$ cat src/sv/pvlu_pkg.sv
// shared types, codes and helpers of the planar vram logic unit
package pvlu_pkg;

  localparam int ADDR_W      = 14;
  localparam int DATA_W      = 8;
  localparam int CFG_IDX_W   = 3;
  localparam int NUM_PLANES  = 3;
  localparam int QUEUE_DEPTH = 2;

  localparam logic [1:0] DPLANE_NONE = 2'd0;

  typedef enum logic [CFG_IDX_W-1:0] {
    REG_ALU_ENABLE,
    REG_PLANE_OPS,
    REG_COMPARE_COLOR,
    REG_WRITE_MODE,
    REG_DIRECT_PLANE
  } reg_idx_e;

  typedef enum logic [1:0] {
    WMODE_LOGIC,
    WMODE_RESTORE,
    WMODE_L1_TO_P0,
    WMODE_L0_TO_P1
  } wmode_e;

  typedef enum logic [1:0] {
    PLOP_CLEAR,
    PLOP_SET,
    PLOP_INVERT,
    PLOP_KEEP
  } plop_e;

  typedef enum logic [2:0] {
    KIND_IGNORE,
    KIND_DIRECT_RD,
    KIND_DIRECT_WR,
    KIND_ALU_RD,
    KIND_ALU_WR
  } kind_e;

  typedef struct packed {
    logic              alu_enable;
    logic [DATA_W-1:0] plane_ops;
    logic [2:0]        compare_color;
    wmode_e            write_mode;
    logic [1:0]        direct_plane;
  } cfg_t;

  typedef struct packed {
    kind_e             kind;
    logic [1:0]        plane;
    wmode_e            write_mode;
    logic [DATA_W-1:0] plane_ops;
    logic [2:0]        compare_color;
    logic [ADDR_W-1:0] addr;
    logic [DATA_W-1:0] wdata;
  } cmd_t;

  typedef struct packed {
    logic empty;
    logic full;
  } q_status_t;

  // per-plane logic op, select is {ops[p+4], ops[p]}
  function automatic logic [DATA_W-1:0] apply_op(logic [DATA_W-1:0] cur,
                                                 logic [DATA_W-1:0] ops,
                                                 logic [1:0] p,
                                                 logic [DATA_W-1:0] d);
    logic [1:0]        sel;
    logic [DATA_W-1:0] res;
    sel = {ops[p + 3'd4], ops[p]};
    case (plop_e'(sel))
      PLOP_CLEAR:  res = cur & ~d;
      PLOP_SET:    res = cur | d;
      PLOP_INVERT: res = cur ^ d;
      default:     res = cur;
    endcase
    return res;
  endfunction

endpackage

$ cat src/sv/pvlu_front.sv
// front end: configuration registers and classification of accepted accesses
module pvlu_front (
  input  logic                                clk_i,
  input  logic                                rst_ni,
  input  logic                                cfg_we_i,
  input  logic [pvlu_pkg::CFG_IDX_W-1:0]      cfg_idx_i,
  input  logic [pvlu_pkg::DATA_W-1:0]         cfg_wdata_i,
  input  logic                                accept_i,
  input  logic                                op_i,
  input  logic [pvlu_pkg::ADDR_W-1:0]         addr_i,
  input  logic [pvlu_pkg::DATA_W-1:0]         wdata_i,
  output logic                                push_o,
  output pvlu_pkg::cmd_t                      cmd_o
);

  pvlu_pkg::cfg_t cfg_q;

  always_ff @(posedge clk_i or negedge rst_ni) begin
    if (!rst_ni) begin
      cfg_q <= '0;
    end else if (cfg_we_i) begin
      case (cfg_idx_i)
        pvlu_pkg::REG_ALU_ENABLE:    cfg_q.alu_enable    <= cfg_wdata_i[0];
        pvlu_pkg::REG_PLANE_OPS:     cfg_q.plane_ops     <= cfg_wdata_i;
        pvlu_pkg::REG_COMPARE_COLOR: cfg_q.compare_color <= cfg_wdata_i[2:0];
        pvlu_pkg::REG_WRITE_MODE:    cfg_q.write_mode    <= pvlu_pkg::wmode_e'(cfg_wdata_i[1:0]);
        pvlu_pkg::REG_DIRECT_PLANE:  cfg_q.direct_plane  <= cfg_wdata_i[1:0];
        default: ;
      endcase
    end
  end

  // classify and snapshot the config that the back end needs
  always_comb begin
    cmd_o.plane         = cfg_q.direct_plane - 2'd1;
    cmd_o.write_mode    = cfg_q.write_mode;
    cmd_o.plane_ops     = cfg_q.plane_ops;
    cmd_o.compare_color = cfg_q.compare_color;
    cmd_o.addr          = addr_i;
    cmd_o.wdata         = wdata_i;
    if (cfg_q.alu_enable) begin
      cmd_o.kind = op_i ? pvlu_pkg::KIND_ALU_WR : pvlu_pkg::KIND_ALU_RD;
    end else if (cfg_q.direct_plane == pvlu_pkg::DPLANE_NONE) begin
      cmd_o.kind = pvlu_pkg::KIND_IGNORE;
    end else begin
      cmd_o.kind = op_i ? pvlu_pkg::KIND_DIRECT_WR : pvlu_pkg::KIND_DIRECT_RD;
    end
  end

  assign push_o = accept_i;

endmodule

$ cat config.mk
export PLATFORM = sky130hd
export DESIGN_NAME = pvlu_front
export DESIGN_NICKNAME = d
export VERILOG_FILES = /design/src/sv/pvlu_pkg.sv /design/src/sv/pvlu_front.sv
export SDC_FILE = /design/constraint.sdc
export NUM_CORES = 1
export LEC_CHECK = 0
export ABC_AREA = 1
export BUFFER_PORTS_ARGS = -buffer_cell sky130_fd_sc_hd__buf_2
export CORE_ASPECT_RATIO = 0.75
export CORE_MARGIN = 2
export CORE_UTILIZATION = 39
export DETAILED_ROUTE_END_ITERATION = 12
export GPL_TIMING_DRIVEN = 0
export PLACE_DENSITY = 0.79
export SLEW_MARGIN = 20
export SYNTH_ARGS = -nofsm -noshare
export SYNTH_HDL_FRONTEND = slang
export SYNTH_SLANG_ARGS = --single-unit
$ cat constraint.sdc
create_clock -name clk_i -period 1.1 [get_ports clk_i]
set_clock_uncertainty 0.15 [all_clocks]
set_input_delay 0.055 -clock clk_i [delete_from_list [all_inputs] [get_ports clk_i]]
set_output_delay 0.055 -clock clk_i [all_outputs]
set_load 0.1 [all_outputs]
# Yosys cells after proc, flatten, opt, wreduce, memory -nomap -nowiden
# Index checks and enable logic that the tools add are counted.
# op_classes
muxes,4
add_sub_neg,1
n_reduce_logical,7
eq_ne,4
# ops
operator,count
2-bit AND reduction,5
3-bit by 2-bit equality test with 1-bit output (second input constant),2
3-bit 2-to-1 mux,2
2-bit 2-to-1 mux,2
3-bit by 1-bit equality test with 1-bit output (second input constant),1
3-bit equality test (second input constant),1
3-bit logical NOT,1
2-bit logical NOT,1
2-bit by 1-bit subtractor with 2-bit output (second input constant),1
# totals
out_inout_bits,41
in_bits,38
word_cells,21
regBits,16

# Depth between registers and ports, before layout
# logic_depth
word_depth,3
depth_mapped,5

# Worst setup path before layout
# Ideal clock, no wire load.
# synth_path
path_kind,reg-to-output
startpoint,register cfg_q[0] (netlist bit)
endpoint,output cmd_o[38] (netlist bit)
slack_ns,-1.544
stages_incl_launch_ff,6
arrival_ns,2.439
n_path_buf,0
cell_sequence,dfrtp_1 > inv_1 > ha_1 > inv_1 > a21oi_1 > nor2_1
# synth_rtl
item,line,text
"start, declared",pvlu_front.sv:16,pvlu_pkg::cfg_t cfg_q;
"end, declared",pvlu_front.sv:13,output pvlu_pkg::cmd_t cmd_o

==> qor.txt <==
Antenna violations before repair - 0
Final TNS setup - -1940 ps
Core Rows - 16
Final WS setup - -475 ps
Post-synthesis mux area share - 0%
Clock Power Share - 10.7%
Synth Area in Adders - 1.23%
PwrDens - 2000 nW/um^2
Failing checks - hold timing, setup timing
Gate power share - 66.8%
Vias per inst - 4.45
Met3 wire len - 265 um
Post-route ant nets - 0
Syn Nets - 167
Buffers on Ports - 55
#FFs+latches synth - 16
Post-Synth Simple-Gate Area - 27.6%
Max transition margin - 67.5%
Maximum vdd drop - 1340 uV
Largest fanout on the critical path - 2
Top Layer Used - met4
Worst-margin pin slew - 490 ps
H-tree depth - 1
First-pass GRT wire length - 4.08 mm
Die width - 63.0 um
R2R Path Start - cmd_o[24]
Grt ovf - 0
Top Ports - 79
Power share of the sequential group - 22.5%
Compound-Gate Fraction of Synth Area - 0.491%
Pleak - 0.996 nW
Status - finished, violations left
Hold buffer count at cts - 14
DRT Pass-1 Iters - 4
Mapped Area - 1020 um^2
Sw Share - 53.4%
Worst endpoint required time - 890 ps
Period utilization - 143%
CTS tree - built
CP Class - flop to output port
Die height - 48.3 um
CTS root buf - clkbuf_4
Final core utilization - 71.9%
Critical path launch point - cfg_q[0]
Pins Over Slew Limit - 0
Yosys warns - 0
Largest family of logic cells by synthesized area - buffers and inverters
TritonCTS buffer count - 3
Crit path DAT - 1370 ps
Pint - 1.70 mW
Syn Area/Cell - 7.96 um^2
Placer Congestion - 0.749
Vias in the first global route - 906
Psw - 1.95 mW
Area Overhead vs Synth - 79.4%
Initial DRC Count - 23
Final WL - 3.07 mm
Via count - 1,054
Share of cells above drive strength 1 - 55.7%
Seq/Total Area, Yosys - 39.3%
Hold path start - cfg_idx_i[0]
Hold WS - -29.3 ps
Maximum clock path buffer count - 2
Worst Setup End Kind - output port
F_max - 635 MHz
Netlist cell types - 12
Final hold vios - 3
Core ar. - 2540 um^2
Mapped Cells - 128
Initial Util - 40.1%
Pin count of the biggest net entering global routing - 17
Clock latency on the worst-skew pair - 280 ps
Final setup viols - 8
Mean routed wirelength per cell - 13.0 um
Max Cap Viol - 0
Ant. Diodes - 0
Final HPWL DP - 1.67 mm
Die area - 3040 um^2
CTS sink cnt - 16
Gr usage total - 18.0%
DR WL met2 - 1.61 mm
RSZ-0062 raised after global routing - yes
CTS clk-pin slew, worst paths - 90 ps
Post-Synth XOR/XNOR Area - 0%
Hold WC Path Type - input port to flop
DRC viols - 0
Tmin final - 1570 ps
Met1 Routed Length - 1.17 mm
Post-layout nets - 241
Startpoint types - flop
[sequential cells by signal, indices dropped and copies added (netlist names)]
| signal | count |
|---|---|
| cfg_q | 3 |
| cmd_o | 13 |
[synthesized netlist by cell type (all sizes together)]
cell type   n  share of area, %
ha          1               1.2
nand2      40                15
dfrtp      16                39
nor2        7               4.3
inv        10               3.7
a21oi       1              0.49
nand3      16               7.9
buf        37                28
[through the flow]
stage / power (mW) / setup slack, ps / hold WS (ps) / cells / cell area [um^2]
after floorplan: 2.51 / -861 / -391 / 128 / 1060
after global placement: 2.73 / -354 / -166 / 219 / 1380
after detailed placement: 2.74 / -363 / -166 / 219 / 1380
after CTS: 3.56 / -463 / 9.61 / 232 / 1770
after global routing: 3.80 / -550 / -32.4 / 237 / 1830
final: 3.65 / -475 / -29.3 / 237 / 1830
[cell families after synthesis]
group           after synthesis
simple gates                 63
buf+inv                      47
flops                        16
compound gates                1
fa+ha+maj                     1
[power groups by stage]
stage / Clock, mW / Sequential [mW] / Combinational (mW)
final: 0.390 / 0.822 / 2.44
after global routing: 0.435 / 0.836 / 2.53
after CTS: 0.403 / 0.817 / 2.34
after detailed placement: 0 / 0.780 / 1.96
after global placement: 0 / 0.778 / 1.95
after floorplan: 0 / 0.760 / 1.75
[per-layer routing]
metal	vias up	track usage, %
met1	467	21.9
met3	6	5.08
met4	0	2.67
met5	-	0
li1	507	-
met2	74	34.0
[timing repair]
item,in CTS,in global routing
endpoints found under the hold margin,32,2
endpoints found under the setup margin,18,34
pin swaps,1,3
gates cloned,0,2
resized for setup,66,10
setup buffers,8,5
[path summary, 6_finish.rpt]
path                              to  slack [ps]  cells after the start
max                        cmd_o[37]        -470                      6
min                        cmd_o[24]         -30                      4
max reg2reg                cmd_o[24]          60                      4
min reg2reg                 cfg_q[1]         370                      2
max in group asynchronous  cmd_o[26]         480                      2
min in group asynchronous  cmd_o[32]          60                      2
[placed cells by master, fill, tap and decap left out, types with 5 or more instances in the layout]
cell           instances
nand3_1               16
buf_4                 35
inv_1                  6
dfrtp_1               16
nor2_4                 5
nand2_1               37
dlygate4sd3_1         11
buf_2                 38
buf_12                17
[cell type report]
type                            instances  area [um^2]
Fill cell                             194          716
Sequential cell                        16          400
Inverter                               10         48.8
Clock buffer                            4         36.3
Timing Repair Buffer                   81          766
Buffer                                 24          184
Multi-Input combinational cell         66          347
Tap cell                               36         45.0
[worst max-delay path, stage by stage (launching register included)]
cell        delay [ps]
dfrtp_1            400
clkinvlp_4         120
ha_4               160
inv_2               50
nor2_1              50
nor2_4             110
buf_12             180
No activity file was read; power rests on OpenSTA's default activity.
