==> config.mk <==
export PLATFORM = sky130hd
export DESIGN_NAME = pvlu_queue
export DESIGN_NICKNAME = d
export VERILOG_FILES = /design/src/sv/pvlu_pkg.sv /design/src/sv/pvlu_queue.sv
export SDC_FILE = /design/constraint.sdc
export NUM_CORES = 1
export LEC_CHECK = 0
export BUFFER_PORTS_ARGS = -buffer_cell sky130_fd_sc_hd__buf_4
export CORE_MARGIN = 2
export CORE_UTILIZATION = 40
export CTS_CLUSTER_DIAMETER = 100
export CTS_CLUSTER_SIZE = 16
export DETAILED_ROUTE_END_ITERATION = 7
export GPL_TIMING_DRIVEN = 0
export MAX_ROUTING_LAYER = met4
export PLACE_DENSITY = 0.65
export SETUP_SLACK_MARGIN = 0.4
export SLEW_MARGIN = 20
export SYNTH_ARGS = -nofsm -noshare
export SYNTH_HDL_FRONTEND = slang
export SYNTH_SLANG_ARGS = --single-unit
==> constraint.sdc <==
create_clock -name clk_i -period 3.4 [get_ports clk_i]
set_input_delay 0.17 -clock clk_i [delete_from_list [all_inputs] [get_ports clk_i]]
set_output_delay 0.17 -clock clk_i [all_outputs]
set_load 0.01 [all_outputs]
==> src/sv/pvlu_pkg.sv <==
// shared types, codes and helpers of the planar vram logic unit
package pvlu_pkg;

  localparam int ADDR_W      = 14;
  localparam int DATA_W      = 8;
  localparam int CFG_IDX_W   = 3;
  localparam int NUM_PLANES  = 3;
  localparam int QUEUE_DEPTH = 2;

  localparam logic [1:0] DPLANE_NONE = 2'd0;

  typedef enum logic [CFG_IDX_W-1:0] {
    REG_ALU_ENABLE,
    REG_PLANE_OPS,
    REG_COMPARE_COLOR,
    REG_WRITE_MODE,
    REG_DIRECT_PLANE
  } reg_idx_e;

  typedef enum logic [1:0] {
    WMODE_LOGIC,
    WMODE_RESTORE,
    WMODE_L1_TO_P0,
    WMODE_L0_TO_P1
  } wmode_e;

  typedef enum logic [1:0] {
    PLOP_CLEAR,
    PLOP_SET,
    PLOP_INVERT,
    PLOP_KEEP
  } plop_e;

  typedef enum logic [2:0] {
    KIND_IGNORE,
    KIND_DIRECT_RD,
    KIND_DIRECT_WR,
    KIND_ALU_RD,
    KIND_ALU_WR
  } kind_e;

  typedef struct packed {
    logic              alu_enable;
    logic [DATA_W-1:0] plane_ops;
    logic [2:0]        compare_color;
    wmode_e            write_mode;
    logic [1:0]        direct_plane;
  } cfg_t;

  typedef struct packed {
    kind_e             kind;
    logic [1:0]        plane;
    wmode_e            write_mode;
    logic [DATA_W-1:0] plane_ops;
    logic [2:0]        compare_color;
    logic [ADDR_W-1:0] addr;
    logic [DATA_W-1:0] wdata;
  } cmd_t;

  typedef struct packed {
    logic empty;
    logic full;
  } q_status_t;

  // per-plane logic op, select is {ops[p+4], ops[p]}
  function automatic logic [DATA_W-1:0] apply_op(logic [DATA_W-1:0] cur,
                                                 logic [DATA_W-1:0] ops,
                                                 logic [1:0] p,
                                                 logic [DATA_W-1:0] d);
    logic [1:0]        sel;
    logic [DATA_W-1:0] res;
    sel = {ops[p + 3'd4], ops[p]};
    case (plop_e'(sel))
      PLOP_CLEAR:  res = cur & ~d;
      PLOP_SET:    res = cur | d;
      PLOP_INVERT: res = cur ^ d;
      default:     res = cur;
    endcase
    return res;
  endfunction

endpackage

==> src/sv/pvlu_queue.sv <==
// two-entry command queue between front and back end
module pvlu_queue (
  input  logic                 clk_i,
  input  logic                 rst_ni,
  input  logic                 push_i,
  input  pvlu_pkg::cmd_t       push_data_i,
  input  logic                 pop_i,
  output pvlu_pkg::cmd_t       head_o,
  output pvlu_pkg::q_status_t  status_o
);

  localparam int PTR_W = $clog2(pvlu_pkg::QUEUE_DEPTH);
  localparam int CNT_W = $clog2(pvlu_pkg::QUEUE_DEPTH + 1);

  pvlu_pkg::cmd_t   entry_q [pvlu_pkg::QUEUE_DEPTH];
  logic [PTR_W-1:0] wr_ptr_q, rd_ptr_q;
  logic [CNT_W-1:0] count_q;
  logic             do_push, do_pop;

  assign status_o.empty = (count_q == '0);
  assign status_o.full  = (count_q == CNT_W'(pvlu_pkg::QUEUE_DEPTH));
  assign do_push        = push_i && !status_o.full;
  assign do_pop         = pop_i && !status_o.empty;
  assign head_o         = entry_q[rd_ptr_q];

  always_ff @(posedge clk_i) begin
    if (do_push) begin
      entry_q[wr_ptr_q] <= push_data_i;
    end
  end

  always_ff @(posedge clk_i or negedge rst_ni) begin
    if (!rst_ni) begin
      wr_ptr_q <= '0;
      rd_ptr_q <= '0;
      count_q  <= '0;
    end else begin
      if (do_push) begin
        wr_ptr_q <= wr_ptr_q + PTR_W'(1);
      end
      if (do_pop) begin
        rd_ptr_q <= rd_ptr_q + PTR_W'(1);
      end
      case ({do_push, do_pop})
        2'b10:   count_q <= count_q + CNT_W'(1);
        2'b01:   count_q <= count_q - CNT_W'(1);
        default: count_q <= count_q;
      endcase
    end
  end

endmodule

Yosys cells after proc, flatten, opt, wreduce, memory -nomap -nowiden:

Memories as Yosys holds them, arrays and structs flattened.
Cells that the tools add are included.

* reductions and logical operators: 6
* eq/ne operators: 3
* magnitude comparators: 0
* muxes and demuxes: 3
* shift-type cells: 0
* div/mod/pow operators: 0
* add/subtract/negate cells: 4
* $mul: 0
* bitwise logic cells: 0

Operators by type and width (number)
* 2-bit equality test (second input constant): 2
* 2-bit case mux with 2 select lines: 1
* 1-bit adder (second input constant): 2
* 2-bit by 1-bit adder with 2-bit output (second input constant): 1
* 2-bit by 1-bit equality test with 1-bit output (second input constant): 1
* 1-bit logical AND: 2
* 1-bit logical NOT: 2
* 2-bit logical NOT: 1
* 1-bit two-way mux: 2
* 2-bit nonzero test: 1
* 2-bit by 1-bit subtractor with 2-bit output (second input constant): 1

* memories kept: 1
* ROM bits: 0
* bits in latches: 0
* bits in writable memories: 80
* register bits: 4
* word-level logic and storage cells: 20
* input bits: 44

Memory list
* entry_q: depth 2, width 40, rd ports 1, clocked after Yosys merged registers in 0, wr ports 1, RTL line pvlu_queue.sv:15 `pvlu_pkg::cmd_t entry_q [pvlu_pkg::QUEUE_DEPTH];`

Logic depth before layout (Yosys ltp):

* depth after elaboration: 5
* depth in mapped cells: 6

Worst setup path after synthesis:

No wires, ideal clock.

* path type: reg2reg
* start: reg count_q[0]
* end: mem entry_q[0][0] (netlist name), enable pin
* cell stages (with the launch flop): 4
* data required time: 2.963 ns
* setup slack: 0.641 ns
* path buffers: 0
* data arrival time: 2.322 ns
* period minus slack after synthesis: 2.759 ns
* path through: dfrtp_1 -> nand2b_1 -> nand2_1 -> nor2_1

* cells in the longest elaborated chain, start to end: 5

Ends and longest elaborated chain
* start, declared: RTL line pvlu_queue.sv:17 `logic [CNT_W-1:0] count_q;`
* start signal, assigned: RTL line pvlu_queue.sv:45 `2'b10: count_q <= count_q + CNT_W'(1);`
* start signal, assigned: RTL line pvlu_queue.sv:46 `2'b01: count_q <= count_q - CNT_W'(1);`
* start signal, assigned: RTL line pvlu_queue.sv:47 `default: count_q <= count_q;`
* 2-bit equality test: RTL line pvlu_queue.sv:21 `assign status_o.full = (count_q == CNT_W'(pvlu_pkg::QUEUE_DEPTH));`
* 1-bit logical NOT: RTL line pvlu_queue.sv:22 `assign do_push = push_i && !status_o.full;`
* 1-bit logical AND: RTL line pvlu_queue.sv:22
* 1-bit two-way mux: RTL line pvlu_queue.sv:27 `if (do_push) begin`
* 1-bit two-way mux (implied by the code): RTL line pvlu_queue.sv:28 `entry_q[wr_ptr_q] <= push_data_i;`
* end, declared: RTL line pvlu_queue.sv:15

No other way between the ends.

Worst setup path in the final report:

* start: reg count_q[0]
* end: mem entry_q[0][5] (netlist name), enable pin

Same word-level chain as after synthesis.

==> results.yml <==
status:
  status: "finished, final reports clean"
clock_tree:
  tritoncts: "built"
  cts_inserted_buffers: 9
  clockRootBuffer: "sky130_fd_sc_hd__clkbuf_8"
  clk_pin_slew_worst_paths_ns: 0.08
  postCtsResizedCells: 0
  clkSinkCount: 84
  cts.repair_timing.setup_buffer_count: 0
  clock_network_latency_to_the_later_pin_of_the_worst_skew_pair_ns: 0.34
  cts-htree-levels: 3
  hold_fix_buffers_cts: 34
  ctsLongestPathBuffers: 2
worst_setup_path:
  critical_path.startpoint_type: "register"
  critical_path_required_ns: 3.44
  path_max_fanout: 22
  crit_start: "count_q[0]"
  r2r_setup_slack_ns: 1.55
  regToRegEndpoint: "entry_q[0][5]"
  timing.reg2reg.worst_path_depth: 4
  worst_setup_path_end_kind: "register"
  cells_along_the_critical_path: "nand2b_1 -> nand2_1 -> nor2_4 -> buf_16"
  critical_path_end: "entry_q[0][5]"
  cpPeakStageDelay_ns: 0.56
  slowest_stage: "sky130_fd_sc_hd__nor2_4"
  critical_path_class: "register to register"
  worst-endpoint-arrival_ns: 1.89
  regToRegStartpoint: "count_q[0]"
finish:
  final-seq-area_um2: 2500
  fin_nets: 321
  antenna_cells: 0
  filler_cell_count: 644
  instances_no_fill: 385
  area_occupied_by_multi_input_gates_um2: 698
  utilization_of_the_core_after_routing_pct: 57.7
  synthToLayoutAreaGrowth_pct: 42.0
  drive_above_1_share_pct: 53.2
global_routing:
  vias_in_the_first_global_route: 1656
  grt_first_pass_wirelength_mm: 8.10
  antenna_found_initial: 0
  grt-ovfl-total: 0
  maximum_number_of_pins_on_one_net_before_global_route_repair: 26
  globalRouteTotalUtil_pct: 13.0
floorplan:
  design.die.area_um2: 8960
  initial_utilization_pct: 40.6
  core.rowCount: 33
  dieWidth_um: 94.7
  pin_count: 86
  floorplan.core_area_um2: 8090
  chipHeight_um: 94.7
synth:
  yosysTopAreaCellShare_pct: 73.1
  syn_area_per_cell_um2: 23.0
  synth_fp_nets: 188
  synth_common_cells: "sky130_fd_sc_hd__edfxtp_1 (80), sky130_fd_sc_hd__mux2_4 (39), sky130_fd_sc_hd__buf_12 (4), sky130_fd_sc_hd__dfrtp_1 (4)"
  ys_seq_elements: 84
  yosys.area.top_type: "sky130_fd_sc_hd__edfxtp_1"
  synth_async_sr_flop_share_pct: 4.76
  synthMostInstantiatedCell: "sky130_fd_sc_hd__edfxtp_1"
  synth_edf_count: 80
  syn-cell-area_um2: 3290
  yosys_warnings: 0
  ys.flop_type: "sky130_fd_sc_hd__edfxtp_1"
  synth_seq_area_share_pct: 76.1
  post_synth_inst_count: 143
  synth_top_cells_by_area: "sky130_fd_sc_hd__edfxtp_1 (73%), sky130_fd_sc_hd__mux2_4 (18%), sky130_fd_sc_hd__dfrtp_1 (3.0%)"
  synth_cell_type_count: 15
detailed_routing:
  post-route-drc-count: 0
  drt-initial-drc-count: 57
  routed_wl_mm: 5.54
  number_of_routed_nets_with_antenna_violations: 0
  detail_route.vias_per_cell: 4.36
  wl_per_cell_um: 14.4
  number_of_iterations_in_the_first_detailed_routing_pass: 4
  dr_total_vias: 1680
placement:
  place.detailed.instances: 335
  worst_setup_timing_slack_at_the_placement_stage_ns: 1.54
  gp_congestion: 0.657
  hpwl_detailed_mm: 3.59
  placement.io_buffers: 85
sta:
  postLayoutSetupSlackWorst_ns: 1.55
  fin_crit_sh_pct: 54.4
  worst_hold_slack_ns: 0.0170
  setup_repair_after_global_routing_missed_its_margin: "false"
  worst_slew_pin_slew_ns: 0.684
  post-route-min-period_ns: 1.85
  timing.clock.skew_ns: 0.00954
  timing.final.max_slew_violations: 0
  fmaxAchievable_mhz: 540
  finalSetupViolations: 0
  max-slew-margin-rel_pct: 54.3
  finalHoldViolations: 0
power:
  power.static_leakage_nw: 1.89
  power_density_nw_per_um2: 789
  finalPower_w: 0.00368
  vdd.ir_drop.worst_uv: 441
min_path:
  hold_class: "input pin to register"
  worst_hold_path.num_cells: 1
flow_run:
  max-cap-violations: 0
[logic make-up (layout without fill, tap and decap cells)]
| family | Yosys count | after routing | synth area share [%] |
|---|---|---|---|
| flip-flops | 84 | 84 | 76.1 |
| buffers and inverters | 6 | 143 | 2.89 |
| AND/OR/NAND/NOR | 7 | 7 | 1.10 |
| multiplexers | 40 | 40 | 18.2 |
| adder cells (fa/ha/maj) | 1 | 1 | 0.381 |
| XOR/XNOR | 5 | 5 | 1.33 |
[placed cells by master, fill, tap and decap left out]
cell type	Yosys	final
sky130_fd_sc_hd__buf_16	0	1
sky130_fd_sc_hd__buf_6	1	1
sky130_fd_sc_hd__clkbuf_8	0	9
sky130_fd_sc_hd__nand2b_1	1	1
sky130_fd_sc_hd__nand2_1	1	1
sky130_fd_sc_hd__nor2_1	3	2
sky130_fd_sc_hd__xnor2_1	3	3
sky130_fd_sc_hd__mux2_2	1	1
sky130_fd_sc_hd__inv_1	1	1
sky130_fd_sc_hd__clkinvlp_4	0	1
sky130_fd_sc_hd__clkbuf_1	0	1
sky130_fd_sc_hd__mux2_4	39	39
sky130_fd_sc_hd__buf_4	0	85
sky130_fd_sc_hd__nor2_4	0	1
sky130_fd_sc_hd__nor2b_2	1	1
sky130_fd_sc_hd__buf_12	4	5
sky130_fd_sc_hd__dlygate4sd3_1	0	35
sky130_fd_sc_hd__dfrtp_1	4	4
sky130_fd_sc_hd__xor2_1	2	2
sky130_fd_sc_hd__edfxtp_1	80	80
sky130_fd_sc_hd__ha_1	1	1
sky130_fd_sc_hd__clkinv_2	0	2
sky130_fd_sc_hd__bufinv_16	0	2
sky130_fd_sc_hd__and3_2	0	1
[cell type report]
cell class	count	area share, %
plain buffers	5	1.96
inverters	1	0.0804
well taps	105	2.81
clock inverters	5	1.66
flip-flops and latches	84	53.6
multi-input cells	53	15.0
repair buffers	122	22.2
clock buffers	10	2.73
[worst min path at each step]
| stage | startpoint | end | slack (ns) |
|---|---|---|---|
| 3_5_place_dp | rst_ni | wr_ptr_q | -0.03 |
| 3_3_place_gp | rst_ni | wr_ptr_q | -0.03 |
| 2_1_floorplan | rst_ni | count_q[0] | -0.13 |
| 5_1_grt | push_data_i[2] | entry_q[1][2] | 0.0001 |
| 6_report | push_data_i[2] | entry_q[0][2] | 0.02 |
| 4_1_cts | push_data_i[2] | entry_q[0][2] | 0.002 |
[registers in the layout (all words and copies together), names as in the netlist]
signal    count
count_q       2
entry_q      80
rd_ptr_q      1
wr_ptr_q      1
[power by group]
group	switching (W)	internal, W	total [W]
Clock	0.000324	0.000407	0.000732
Combinational	0.000611	0.000855	0.00147
Sequential	0.0000699	0.00142	0.00149
[layer usage]
layer	global-route usage [%]	vias to the layer above	routed length, µm
li1	-	819	-
met1	15.3	797	2260
met2	20.9	54	2890
met3	3.43	10	284
met4	6.16	0	113
met5	-	-	0
[metrics by stage]
stage,TNS [ns],area (µm²)
2_1_floorplan,0,3290
3_3_place_gp,-17.43,4060
3_5_place_dp,0,4110
4_1_cts,0,4660
5_1_grt,0,4670
6_report,0,4670
[worst max-delay path: cells and delay by family, from the launching register on]
kind | cells | cell delay [ns]
buffers and inverters | 1 | 0.25
flip-flops | 1 | 0.42
AND/OR/NAND/NOR | 3 | 0.87
Power figures use the tool's default switching activity.
